<file path="config.mk">
export PLATFORM = sky130hd
export DESIGN_NAME = flash_record_scanner
export DESIGN_NICKNAME = d
export VERILOG_FILES = /design/src/rtl/frs_pkg.sv /design/src/rtl/flash_record_scanner.sv
export SDC_FILE = /design/constraint.sdc
export NUM_CORES = 1
export LEC_CHECK = 0
export ABC_AREA = 1
export BUFFER_PORTS_ARGS = -buffer_cell sky130_fd_sc_hd__clkbuf_2
export CORE_ASPECT_RATIO = 2
export CORE_MARGIN = 2
export CORE_UTILIZATION = 31
export CTS_CLUSTER_DIAMETER = 120
export CTS_CLUSTER_SIZE = 8
export DETAILED_ROUTE_END_ITERATION = 8
export SKIP_CTS_REPAIR_TIMING = 1
export SLEW_MARGIN = 5
export SYNTH_ARGS = -nofsm -noshare
export SYNTH_HDL_FRONTEND = slang
export SYNTH_SLANG_ARGS = --single-unit
</file>
<file path="constraint.sdc">
create_clock -name clk -period 6.13 [get_ports clk]
set_input_delay 0 -clock clk [delete_from_list [all_inputs] [get_ports clk]]
set_output_delay 0 -clock clk [all_outputs]
set_load 0.02 [all_outputs]
</file>
<file path="src/rtl/frs_pkg.sv">
// ----------------------------------------------------------------------------
// frs_pkg
// types and constants shared by the flash record scanner
// ----------------------------------------------------------------------------
`default_nettype none

package frs_pkg;

  localparam int unsigned ADDR_W  = 25;
  localparam int unsigned LEN_W   = 16;
  localparam int unsigned SUM_W   = 16;

  localparam logic [ADDR_W-1:0] LIMIT_RESET = 25'd32768;
  localparam logic [LEN_W-1:0]  LEN_ERASED  = 16'hFFFF;
  localparam logic [LEN_W-1:0]  LEN_END     = 16'h0000;

  // request codes
  localparam logic REQ_START = 1'b0;
  localparam logic REQ_BYTE  = 1'b1;

  // header byte positions
  localparam logic [1:0] HDR_LEN_LO = 2'd0;
  localparam logic [1:0] HDR_LEN_HI = 2'd1;
  localparam logic [1:0] HDR_SUM_LO = 2'd2;
  localparam logic [1:0] HDR_SUM_HI = 2'd3;

  typedef enum logic [1:0] {
    PH_IDLE    = 2'd0,
    PH_HEADER  = 2'd1,
    PH_PAYLOAD = 2'd2,
    PH_SKIP    = 2'd3
  } phase_t;

  typedef enum logic [1:0] {
    STOP_END_MARK = 2'd0,
    STOP_ERASED   = 2'd1,
    STOP_BAD_SUM  = 2'd2,
    STOP_REGION   = 2'd3
  } stop_reason_t;

  typedef struct packed {
    logic         byte_valid;
    logic [7:0]   data;
    logic         last;
    logic         good;
    logic         stopped;
    stop_reason_t reason;
  } result_t;

endpackage

`default_nettype wire

</file>
<file path="src/rtl/flash_record_scanner.sv">
// ----------------------------------------------------------------------------
// flash_record_scanner
// walks length/checksum framed records in flash and streams their payloads
// ----------------------------------------------------------------------------
// A start item (in_req_type 0) opens a scan at address zero; every following
// byte item (in_req_type 1) is the next flash byte in address order. Each
// record is a 4-byte header (little-endian 16-bit length, then little-endian
// 16-bit byte sum) and its payload. Payloads shorter than MAX_PAYLOAD come out
// one item per byte, the last one flagged with the checksum result; payloads of
// MAX_PAYLOAD or more are skipped with no output. A zero length (end marker), an
// erased length of 0xFFFF, a checksum mismatch, or reaching cfg_region_limit at
// a record boundary ends the scan with out_stopped set. The header decode, the
// 16-bit running sum and the 25-bit address compare sit between the input port
// and a single output register, so one item is taken every cycle as long as
// out_stall lets that register drain. Bytes that arrive while no scan is
// running give no result. The region limit may be written over the cfg port
// while the block is idle; cfg_ready is always high. No clearing pass is
// needed after reset.
// ----------------------------------------------------------------------------
`default_nettype none

module flash_record_scanner
  import frs_pkg::*;
#(
  parameter int unsigned MAX_PAYLOAD = 1024
) (
  input  wire logic                  clk,
  input  wire logic                  rst_n,

  // input item channel
  input  wire logic                  in_valid,
  output      logic                  in_stall,
  input  wire logic                  in_req_type,
  input  wire logic [7:0]            in_flash_byte,

  // result item channel
  output      logic                  out_valid,
  input  wire logic                  out_stall,
  output      logic                  out_byte_valid,
  output      logic [7:0]            out_byte,
  output      logic                  out_message_last,
  output      logic                  out_message_good,
  output      logic                  out_stopped,
  output      logic [1:0]            out_stop_reason,

  // region limit write port
  input  wire logic                  cfg_valid,
  output      logic                  cfg_ready,
  input  wire logic [ADDR_W-1:0]     cfg_region_limit
);

  // records at or above this length are skipped
  localparam logic [LEN_W-1:0] MAX_LEN = LEN_W'(MAX_PAYLOAD);

  // scan state
  phase_t            phase_r,        phase_nxt;
  logic [1:0]        hdr_idx_r,      hdr_idx_nxt;
  logic [LEN_W-1:0]  rec_len_r,      rec_len_nxt;
  logic [SUM_W-1:0]  stored_sum_r,   stored_sum_nxt;
  logic [SUM_W-1:0]  run_sum_r,      run_sum_nxt;
  logic [LEN_W-1:0]  bytes_left_r,   bytes_left_nxt;
  logic [ADDR_W-1:0] addr_r,         addr_nxt;
  logic [ADDR_W-1:0] limit_r,        limit_nxt;

  // output register
  logic              out_valid_r,    out_valid_nxt;
  result_t           res_r,          res_nxt;

  // per-item helpers
  logic              in_acc;
  logic              out_acc;
  logic              res_fire;
  result_t           res;
  logic [ADDR_W-1:0] addr_inc;
  logic [LEN_W-1:0]  left_dec;
  logic [SUM_W-1:0]  sum_add;
  logic [SUM_W-1:0]  hdr_sum;
  logic              at_limit;

  // the output register frees up in the same cycle it is taken
  assign in_stall  = out_valid_r & out_stall;
  assign in_acc    = in_valid & ~in_stall;
  assign out_acc   = out_valid_r & ~out_stall;
  assign cfg_ready = 1'b1;

  assign addr_inc = addr_r + ADDR_W'(1);
  assign left_dec = (bytes_left_r == '0) ? '0 : bytes_left_r - LEN_W'(1);
  assign sum_add  = run_sum_r + SUM_W'(in_flash_byte);
  assign hdr_sum  = {in_flash_byte, stored_sum_r[7:0]};
  // boundary test uses the address after this byte
  assign at_limit = addr_inc >= limit_r;

  // item decode
  always_comb begin
    phase_nxt      = phase_r;
    hdr_idx_nxt    = hdr_idx_r;
    rec_len_nxt    = rec_len_r;
    stored_sum_nxt = stored_sum_r;
    run_sum_nxt    = run_sum_r;
    bytes_left_nxt = bytes_left_r;
    addr_nxt       = addr_r;
    res            = '0;
    res_fire       = 1'b0;

    if (in_acc) begin
      if (in_req_type == REQ_START) begin
        // restart at address zero, stop at once on an empty region
        addr_nxt       = '0;
        rec_len_nxt    = '0;
        stored_sum_nxt = '0;
        run_sum_nxt    = '0;
        bytes_left_nxt = '0;
        hdr_idx_nxt    = HDR_LEN_LO;
        if (limit_r == '0) begin
          phase_nxt   = PH_IDLE;
          res.stopped = 1'b1;
          res.reason  = STOP_REGION;
          res_fire    = 1'b1;
        end else begin
          phase_nxt = PH_HEADER;
        end
      end else begin
        case (phase_r)
          PH_HEADER: begin
            addr_nxt = addr_inc;
            case (hdr_idx_r)
              HDR_LEN_LO: begin
                rec_len_nxt = {8'h00, in_flash_byte};
                hdr_idx_nxt = HDR_LEN_HI;
              end
              HDR_LEN_HI: begin
                rec_len_nxt = {in_flash_byte, rec_len_r[7:0]};
                hdr_idx_nxt = HDR_SUM_LO;
              end
              HDR_SUM_LO: begin
                stored_sum_nxt = {8'h00, in_flash_byte};
                hdr_idx_nxt    = HDR_SUM_HI;
              end
              default: begin
                // last header byte: classify the record
                stored_sum_nxt = hdr_sum;
                hdr_idx_nxt    = HDR_LEN_LO;
                if (rec_len_r == LEN_END) begin
                  phase_nxt   = PH_IDLE;
                  res.stopped = 1'b1;
                  res.reason  = STOP_END_MARK;
                  res_fire    = 1'b1;
                end else if (rec_len_r == LEN_ERASED) begin
                  phase_nxt   = PH_IDLE;
                  res.stopped = 1'b1;
                  res.reason  = STOP_ERASED;
                  res_fire    = 1'b1;
                end else begin
                  bytes_left_nxt = rec_len_r;
                  run_sum_nxt    = '0;
                  phase_nxt      = (rec_len_r < MAX_LEN) ? PH_PAYLOAD : PH_SKIP;
                end
              end
            endcase
          end

          PH_PAYLOAD: begin
            addr_nxt       = addr_inc;
            bytes_left_nxt = left_dec;
            run_sum_nxt    = sum_add;
            res.byte_valid = 1'b1;
            res.data       = in_flash_byte;
            res_fire       = 1'b1;
            if (left_dec == '0) begin
              res.last = 1'b1;
              if (sum_add != stored_sum_r) begin
                phase_nxt   = PH_IDLE;
                res.stopped = 1'b1;
                res.reason  = STOP_BAD_SUM;
              end else begin
                res.good    = 1'b1;
                hdr_idx_nxt = HDR_LEN_LO;
                if (at_limit) begin
                  phase_nxt   = PH_IDLE;
                  res.stopped = 1'b1;
                  res.reason  = STOP_REGION;
                end else begin
                  phase_nxt = PH_HEADER;
                end
              end
            end
          end

          PH_SKIP: begin
            addr_nxt       = addr_inc;
            bytes_left_nxt = left_dec;
            if (left_dec == '0) begin
              hdr_idx_nxt = HDR_LEN_LO;
              if (at_limit) begin
                phase_nxt   = PH_IDLE;
                res.stopped = 1'b1;
                res.reason  = STOP_REGION;
                res_fire    = 1'b1;
              end else begin
                phase_nxt = PH_HEADER;
              end
            end
          end

          default: begin
            // idle: stray bytes are dropped
          end
        endcase
      end
    end
  end

  // output register and config next values
  always_comb begin
    limit_nxt = limit_r;
    if (cfg_valid && cfg_ready) begin
      limit_nxt = cfg_region_limit;
    end

    out_valid_nxt = out_valid_r;
    res_nxt       = res_r;
    if (res_fire) begin
      out_valid_nxt = 1'b1;
      res_nxt       = res;
    end else if (out_acc) begin
      out_valid_nxt = 1'b0;
    end
  end

  always_ff @(posedge clk) begin
    if (!rst_n) begin
      phase_r      <= PH_IDLE;
      hdr_idx_r    <= HDR_LEN_LO;
      rec_len_r    <= '0;
      stored_sum_r <= '0;
      run_sum_r    <= '0;
      bytes_left_r <= '0;
      addr_r       <= '0;
      limit_r      <= LIMIT_RESET;
      out_valid_r  <= 1'b0;
    end else begin
      phase_r      <= phase_nxt;
      hdr_idx_r    <= hdr_idx_nxt;
      rec_len_r    <= rec_len_nxt;
      stored_sum_r <= stored_sum_nxt;
      run_sum_r    <= run_sum_nxt;
      bytes_left_r <= bytes_left_nxt;
      addr_r       <= addr_nxt;
      limit_r      <= limit_nxt;
      out_valid_r  <= out_valid_nxt;
    end
  end

  // result payload, no reset needed
  always_ff @(posedge clk) begin
    res_r <= res_nxt;
  end

  assign out_valid        = out_valid_r;
  assign out_byte_valid   = res_r.byte_valid;
  assign out_byte         = res_r.data;
  assign out_message_last = res_r.last;
  assign out_message_good = res_r.good;
  assign out_stopped      = res_r.stopped;
  assign out_stop_reason  = res_r.reason;

endmodule

`default_nettype wire

</file>
==> qor.log, run 1 <==
[floorplanning] effective utilization at floorplan 31.48%
[timing] final-report max-slew violation count 0
[hold_path] hold-critical path endpoint rec_len_r[3]
[hold_path] startpoint of the worst hold path in_flash_byte[3]
[global_route] total routing resource utilization after global routing 18.16%
[final_layout] commonest non-fill, non-tap cells in the layout nand2_1, inv_1, a21oi_1
[final_layout] Filler Cells Inserted 2770
[floorplanning] Core Region 25650 um^2
[synth] Synth Instances 1202
[final_layout] Layout area overhead 18.55%
[timing] Total Neg Setup Slack 0 ns
[timing] final number of setup-violating endpoints 0
[pwr] power density over the cells 260.3 nW/um^2
[cts] Max H-tree Level 4
[synth] share of synthesized area spent on multiplexers 0%
[drt] per-cell via count in the routed design 4.941
[worst_setup_path] Critical Path, Cell by Cell ha_1 -> nand2_1 -> inv_1 -> nand3_1 -> nor2_1 -> nand2_1 -> nor4_2 -> nand2_1 -> xnor2_1 -> ha_1 -> nand2_1 -> nor4_1 -> nand3_1 -> nand3_1 -> nand4_1 -> nand2_1 -> nand3_1 -> inv_1
[final_layout] fraction of layout instances using a drive strength above 1 8.662%
[synth] register area share after synthesis 34.71%
[synth] register bit count reported by yosys 133
[synth] syn_area_per_cell 6.718 um^2
[worst_setup_path] Max Fanout on Critical Path 14
[global_route] via count of the first global-routing pass 7753
[worst_setup_path] endpoint of the lowest-slack register-to-register path out_byte[7]
[cts] clock sink total 133
[synth] cell area after synthesis 8075 um^2
[cts] clk_lat worst skew 0.45 ns
[floorplanning] total die area 27430 um^2
[drt] total detailed-routing wirelength 24530 um
[synth] fraction of registers with async set/reset 0%
[final_layout] most common cell after layout, fill and taps aside nand2_1
[cts] Clk Tree Root Cell clkbuf_16
[drt] routed vias 8069
[worst_setup_path] top cell family by delay on the critical path simple AND/OR/NAND/NOR gates
[cts] Reg clk slew, reported paths 0.06 ns
[worst_setup_path] CP Buf/Inv Count 2
[worst_setup_path] setup slack of the most critical reg-to-reg path 2.10 ns
[synth] xor/xnor share of the synthesized area 2.711%
[worst_setup_path] CP required 6.22 ns
[synth] number of warnings issued by yosys 0
[worst_setup_path] arrival time at the worst endpoint 4.12 ns
[placed_design] routability congestion estimate 0.9044
[worst_setup_path] Setup crit start kind flip-flop
[floorplanning] Die X 118.1 um
[timing] highest attainable clock frequency 248.1 MHz
[floorplanning] I/O pin cnt 56
[final_layout] area used by multi-input combinational logic 4526 um^2
[timing] final setup skew 0.01137 ns
[synth] Area contributors post-synth dfxtp_1, nand2_1, a21oi_1
[final_layout] non-filler cells in the finished layout 1633
[drt] Antenna Nets Post-Route 0
[cts] number of CTS-inserted buffers 17
[worst_setup_path] max incr delay on CP 0.41 ns
[drt] average detailed-routed wire length per instance 15.02 um
[worst_setup_path] slowest stage cell on the critical path inv_1
[timing] post-route clock period utilization 65.76%
[timing] tightest hold margin -0.001106 ns
[worst_setup_path] number of cells traversed by the worst register-to-register path 18
[final_layout] ANT cells 0
[global_route] initial antenna violation count 0
[global_route] total overflow reported by the global router 0
[synth] share of synthesized cell area in and, or, nand and nor gates 30.96%
[placed_design] Post-DP HPWL 18670 um
[drt] DRC violations left 0
[outcome] violated checks negative hold slack
[hold_path] worst min-delay path category in2reg
[placed_design] IO Port Bufs 54
[pwr] IR drop worst, VDD 0.1791 mV
[outcome] result of the run complete, but fails checks
[drt] number of violations reported at the end of detailed-routing iteration 0 342
[global_route] first-pass GRT wire length 38720 um
[worst_setup_path] startpoint-to-endpoint class of the critical path reg2reg
[synth] top flip-flop cell by instance count after synthesis dfxtp_1
[timing] relative slew slack 38.71%
[floorplanning] # rows 83
[global_route] largest net degree at the start of global routing 71
[timing] setup repair after global routing missed its margin false
[final_layout] FF/Latch Area 2803 um^2
[worst_setup_path] startpoint of the worst register-to-register path addr_r[0]
[synth] Yosys top cell area share 29.50%
[synth] adder and majority gate portion of the synthesized area 6.910%
[run] Max Cap Violations 0
[pwr] Static Leakage 4.085 nW
[drt] first-pass detailed-route iteration total 5
[floorplanning] DIE HEIGHT 232.3 um
[synth] post-synth top area cell dfxtp_1
[cts] CTS tree done
[worst_setup_path] cell mode on critical path nand2_1
[final_layout] net total in the final layout 1363
[hold_path] Hold Path Stages 3
[synth] number of distinct library cell variants in the gate-level netlist after synthesis 46
[cts] maximum number of buffers from clock root to sink 2
[timing] Worst Max-Slew Pin Slew 0.9160 ns
[timing] final critical delay including setup and external delays 4.031 ns
[placed_design] area of placed instances 8662 um^2
[synth] largest family of logic cells by synthesized area simple AND/OR/NAND/NOR gates
[final_layout] area of all placed cells without fillers 9573 um^2
[synth] EDFF count, synth 14
[synth] share of the synthesized area in compound gates (AO/OA/AOI/OAI) 15.42%
[placed_design] placed insts 1567
[synth] Post-Synthesis Net Count 1285
[timing] final hold violation count 1
[worst_setup_path] endpoint type of the worst setup path flip-flop
## Yosys cell counts (8+ instances only)
master / instances
nand2_1: 313
inv_1: 155
a21oi_1: 132
dfxtp_1: 119
nand3_1: 100
nor2_1: 95
ha_1: 43
o21ai_0: 41
clkbuf_1: 27
nand4_1: 21
o211ai_1: 17
xor2_1: 17
a211oi_1: 16
nor3_1: 15
edfxtp_1: 14
nor4_1: 13
xnor2_1: 8
## how the worst max path moves through the flow
stage | from | to | slack (ns) | cells after the start
after floorplan | addr_r[0] | out_byte[0] | 2.77 | 18
after global placement | addr_r[0] | out_byte[7] | 2.15 | 18
after detailed placement | addr_r[0] | out_byte[0] | 2.07 | 18
after CTS | addr_r[0] | out_byte[0] | 2.05 | 18
after global routing | addr_r[0] | out_byte[1] | 1.67 | 18
final | addr_r[0] | out_byte[7] | 2.10 | 18
## per-layer routing
layer | wire [um] | up-vias | track usage (%)
met5 | 0 | - | 0
met1 | 8485 | 3715 | 16.28
met3 | 705 | 57 | 3.536
li1 | - | 4133 | -
met2 | 14160 | 164 | 36.74
met4 | 1182 | 0 | 10.24
## stage by stage
| step | setup slack [ns] | hold slack, ns | power [W] | util, % |
|---|---|---|---|---|
| 3_5_place_dp | 2.068 | 0.2319 | 0.001479 | 33.77 |
| 3_3_place_gp | 2.151 | 0.2244 | 0.001474 | 33.77 |
| 2_1_floorplan | 2.774 | 0.1118 | 0.001332 | - |
| 4_1_cts | 2.048 | -0.2433 | 0.002495 | 35.99 |
| 6_report | 2.099 | -0.001106 | 0.002492 | 37.32 |
| 5_1_grt | 1.667 | 0.005182 | 0.002616 | 37.32 |
## flip-flops by register name (all words and copies together) (netlist names)
signal            count
bytes_left_r         16
rec_len_r            16
out_message_good      1
stored_sum_r         16
out_stop_reason       2
out_byte_valid        1
limit_r              25
out_stopped           1
hdr_idx_r             2
run_sum_r            16
phase_r               2
out_message_last      1
addr_r               25
out_valid             1
out_byte              8
## layout make-up
cell class	count	area share [%]
clock buffers	17	4.444
clock inverters	15	1.516
inverters	162	6.352
multi-input cells	874	47.27
flip-flops and latches	133	29.28
well taps	340	4.444
repair buffers	92	6.692
## worst min-delay path: stages
cell and delay (ns):
clkbuf_2 0.21, nand2_1 0.12, a21oi_1 0.05
## logic make-up (layout without fill, tap and decap cells)
kind of cell / Yosys count / in the layout
other: 1 / 1
buffers and inverters: 195 / 286
DFF: 133 / 133
AOI/OAI and AO/OA: 224 / 224
xor gates and xnor gates: 25 / 25
adders and majority gates: 44 / 44
and+or+nand+nor: 580 / 580
## power breakdown
group	switching, W	leakage (nW)	total [W]	internal [W]
clock network	0.000447	0.260	0.00101	0.000565
registers	0.0000277	1.10	0.000947	0.000920
logic	0.000367	2.73	0.000532	0.000165
Note: power is estimated with default switching activity, not from simulation.
==> inputs of run 2 (changes only) <==
- clock period: 6.13 -> 3.58 ns (I/O delays scaled with it)
==> run 2 against run 1 <==
Net effect:
- the flow now finishes without violations
- final area up 4.4%
- clock skew down 0.0016 ns
- combinational power up 78%
- clock power up 69%
- setup slack worse by 2.0 ns
- sequential power up 71%
==> qor.log, run 2 (synthesized netlist as in run 1, its figures left out) <==
[drt] Antenna Nets Post-Route 0 [unchanged]
[cts] maximum number of buffers from clock root to sink 2 [unchanged]
[hold_path] startpoint of the worst hold path in_flash_byte[5] [was in_flash_byte[3]]
[floorplanning] total die area 27430 um^2 [unchanged]
[final_layout] core occupancy in the finished layout 38.96% [was 37.32%]
[worst_setup_path] slowest stage cell on the critical path dfxtp_2 [was inv_1]
[drt] per-cell via count in the routed design 4.944 [was 4.941]
[drt] routed vias 8187 [was 8069]
[final_layout] fraction of layout instances using a drive strength above 1 13.38% [was 8.662%]
[placed_design] placed insts 1583 [was 1567]
[global_route] total overflow reported by the global router 0 [unchanged]
[timing] Total Neg Setup Slack 0 ns [unchanged]
[timing] highest attainable clock frequency 286.7 MHz [was 248.1 MHz]
[drt] average detailed-routed wire length per instance 14.85 um [was 15.02 um]
[floorplanning] effective utilization at floorplan 31.48% [unchanged]
[cts] CTS tree done [unchanged]
[worst_setup_path] endpoint of the lowest-slack register-to-register path out_byte[6] [was out_byte[7]]
[cts] Reg clk slew, reported paths 0.06 ns [about the same]
[floorplanning] # rows 83 [unchanged]
[cts] Clk Tree Root Cell clkbuf_16 [unchanged]
[timing] Worst Max-Slew Pin Slew 0.8418 ns [was 0.9160 ns]
[worst_setup_path] Critical Path, Cell by Cell nand2_1 -> nor2_4 -> nand3_4 -> nor3_4 -> nand3_2 -> nor4_4 -> nand3_2 -> xor2_2 -> ha_1 -> nand2_2 -> buf_6 -> inv_2 -> nand4_1 -> nand3b_1 -> nand3_2 -> nand4_1 -> nand2_1 -> nand3_2 -> inv_2 -> buf_12 [was ha_1 -> nand2_1 -> inv_1 -> nand3_1 -> nor2_1 -> nand2_1 -> nor4_2 -> nand2_1 -> xnor2_1 -> ha_1 -> nand2_1 -> nor4_1 -> nand3_1 -> nand3_1 -> nand4_1 -> nand2_1 -> nand3_1 -> inv_1]
[final_layout] area used by multi-input combinational logic 4746 um^2 [was 4526 um^2]
[global_route] first-pass GRT wire length 38110 um [was 38720 um]
[floorplanning] I/O pin cnt 56 [unchanged]
[final_layout] FF/Latch Area 2814 um^2 [was 2803 um^2]
[final_layout] commonest non-fill, non-tap cells in the layout nand2_1, inv_1, a21oi_1 [unchanged]
[global_route] total routing resource utilization after global routing 17.87% [was 18.16%]
[timing] setup repair after global routing missed its margin true [was false]
[worst_setup_path] startpoint-to-endpoint class of the critical path reg2reg [unchanged]
[floorplanning] Die X 118.1 um [unchanged]
[worst_setup_path] top cell family by delay on the critical path simple AND/OR/NAND/NOR gates [unchanged]
[final_layout] non-filler cells in the finished layout 1656 [was 1633]
[outcome] result of the run complete, no violations [was complete, but fails checks]
[drt] first-pass detailed-route iteration total 5 [unchanged]
[final_layout] most common cell after layout, fill and taps aside nand2_1 [unchanged]
[hold_path] Hold Path Stages 3 [unchanged]
[final_layout] Layout area overhead 23.75% [was 18.55%]
[worst_setup_path] endpoint type of the worst setup path flip-flop [unchanged]
[final_layout] registers with the most flip-flops addr_r (25), limit_r (25) [unchanged]
[placed_design] Post-DP HPWL 18730 um [was 18670 um]
[pwr] IR drop worst, VDD 0.2783 mV [was 0.1791 mV]
[floorplanning] DIE HEIGHT 232.3 um [unchanged]
[cts] Max H-tree Level 4 [unchanged]
[timing] final hold violation count 0 [was 1]
[cts] clock sink total 133 [unchanged]
[worst_setup_path] max incr delay on CP 0.35 ns [was 0.41 ns]
[drt] DRC violations left 0 [unchanged]
[worst_setup_path] CP Buf/Inv Count 4 [was 2]
[global_route] largest net degree at the start of global routing 40 [was 71]
[placed_design] IO Port Bufs 54 [unchanged]
[worst_setup_path] number of cells traversed by the worst register-to-register path 20 [was 18]
[timing] final number of setup-violating endpoints 0 [unchanged]
[hold_path] hold-critical path endpoint rec_len_r[5] [was rec_len_r[3]]
[hold_path] worst min-delay path category in2reg [unchanged]
[worst_setup_path] beginning of the critical path addr_r[3] [was addr_r[0]]
[worst_setup_path] setup slack of the most critical reg-to-reg path 0.09 ns [was 2.10 ns]
[drt] number of violations reported at the end of detailed-routing iteration 0 341 [was 342]
[global_route] initial antenna violation count 1 [was 0]
[worst_setup_path] Max Fanout on Critical Path 14 [unchanged]
[global_route] via count of the first global-routing pass 7793 [was 7753]
[final_layout] Filler Cells Inserted 2682 [was 2770]
[pwr] Static Leakage 4.285 nW [was 4.085 nW]
[worst_setup_path] cell mode on critical path nand3_2 [was nand2_1]
[timing] final-report max-slew violation count 0 [unchanged]
[worst_setup_path] arrival time at the worst endpoint 3.64 ns [was 4.12 ns]
[pwr] power density over the cells 428.4 nW/um^2 [was 260.3 nW/um^2]
[cts] clk_lat worst skew 0.44 ns [was 0.45 ns]
[timing] final critical delay including setup and external delays 3.488 ns [was 4.031 ns]
[drt] total detailed-routing wirelength 24590 um [was 24530 um]
[timing] post-route clock period utilization 97.42% [was 65.76%]
[timing] relative slew slack 43.45% [was 38.71%]
[floorplanning] Core Region 25650 um^2 [unchanged]
[worst_setup_path] CP required 3.74 ns [was 6.22 ns]
[timing] final setup skew 0.009777 ns [was 0.01137 ns]
[worst_setup_path] Setup crit start kind flip-flop [unchanged]
[placed_design] routability congestion estimate 0.9262 [was 0.9044]
[cts] number of CTS-inserted buffers 17 [unchanged]
[final_layout] net total in the final layout 1385 [was 1363]
[run] Max Cap Violations 0 [unchanged]
[worst_setup_path] startpoint of the worst register-to-register path addr_r[3] [was addr_r[0]]
## run 2: cell count changes in the layout (fill, tap and decap cells not counted), moves of 4 or more
| cell | delta |
|---|---|
| dfxtp_1 | -5 |
| nor2_1 | -4 |
| nand3_2 | +7 |
| nand2_1 | -4 |
| nor4_1 | -5 |
| inv_2 | +4 |
| nand3_1 | -10 |
| inv_1 | -5 |
| buf_4 | +19 |
| nand2_2 | +4 |
## run 2: layer usage
metal	part of all wire, %	global-route usage, %
met5	0	0
met4	6.9	13.82
met3	2.7	3.266
met2	57	35.57
met1	34	15.14
## run 2: worst max-delay path by stage
stage | to | cells past startpoint
floorplan | out_byte[0] | 18
CTS | out_byte[7] | 18
global placement | out_byte[0] | 18
finish | out_byte[6] | 20
detailed placement | out_byte[0] | 18
global route | out_stopped | 24
## run 2: cell type report
class | count | share of cell area, %
repair buffers | 114 | 8.263
diodes | 1 | 0.02504
inverters | 162 | 6.110
clock buffers | 17 | 4.257
multi-input cells | 874 | 47.49
clock inverters | 15 | 1.440
flip-flops and latches | 133 | 28.16
well taps | 340 | 4.257
## run 2: worst reg2reg max path: stages (launching register included)
cell,delay [ns]
dfxtp_2,0.35
nand2_1,0.11
nor2_4,0.13
nand3_4,0.09
nor3_4,0.20
nand3_2,0.13
nor4_4,0.32
nand3_2,0.15
xor2_2,0.20
ha_1,0.30
nand2_2,0.09
buf_6,0.13
inv_2,0.03
nand4_1,0.07
nand3b_1,0.20
nand3_2,0.13
nand4_1,0.12
nand2_1,0.13
nand3_2,0.08
inv_2,0.09
buf_12,0.14
## run 2: where the power goes
group / total, W / switching (W) / internal, W
clock network: 0.00171 / 0.000742 / 0.000969
registers: 0.00162 / 0.0000480 / 0.00157
logic: 0.000949 / 0.000647 / 0.000301
## run 2: through the flow
step,power (W),instance area [um^2],worst slack (ns),hold WS [ns]
floorplan,0.002281,8075,0.2238,0.1118
global placement,0.002546,8795,0.1343,0.2195
detailed placement,0.002549,8795,0.03178,0.2339
CTS,0.004264,9364,0.02641,-0.2318
global route,0.004484,9993,-0.1788,0.03140
finish,0.004282,9993,0.09227,0.04734
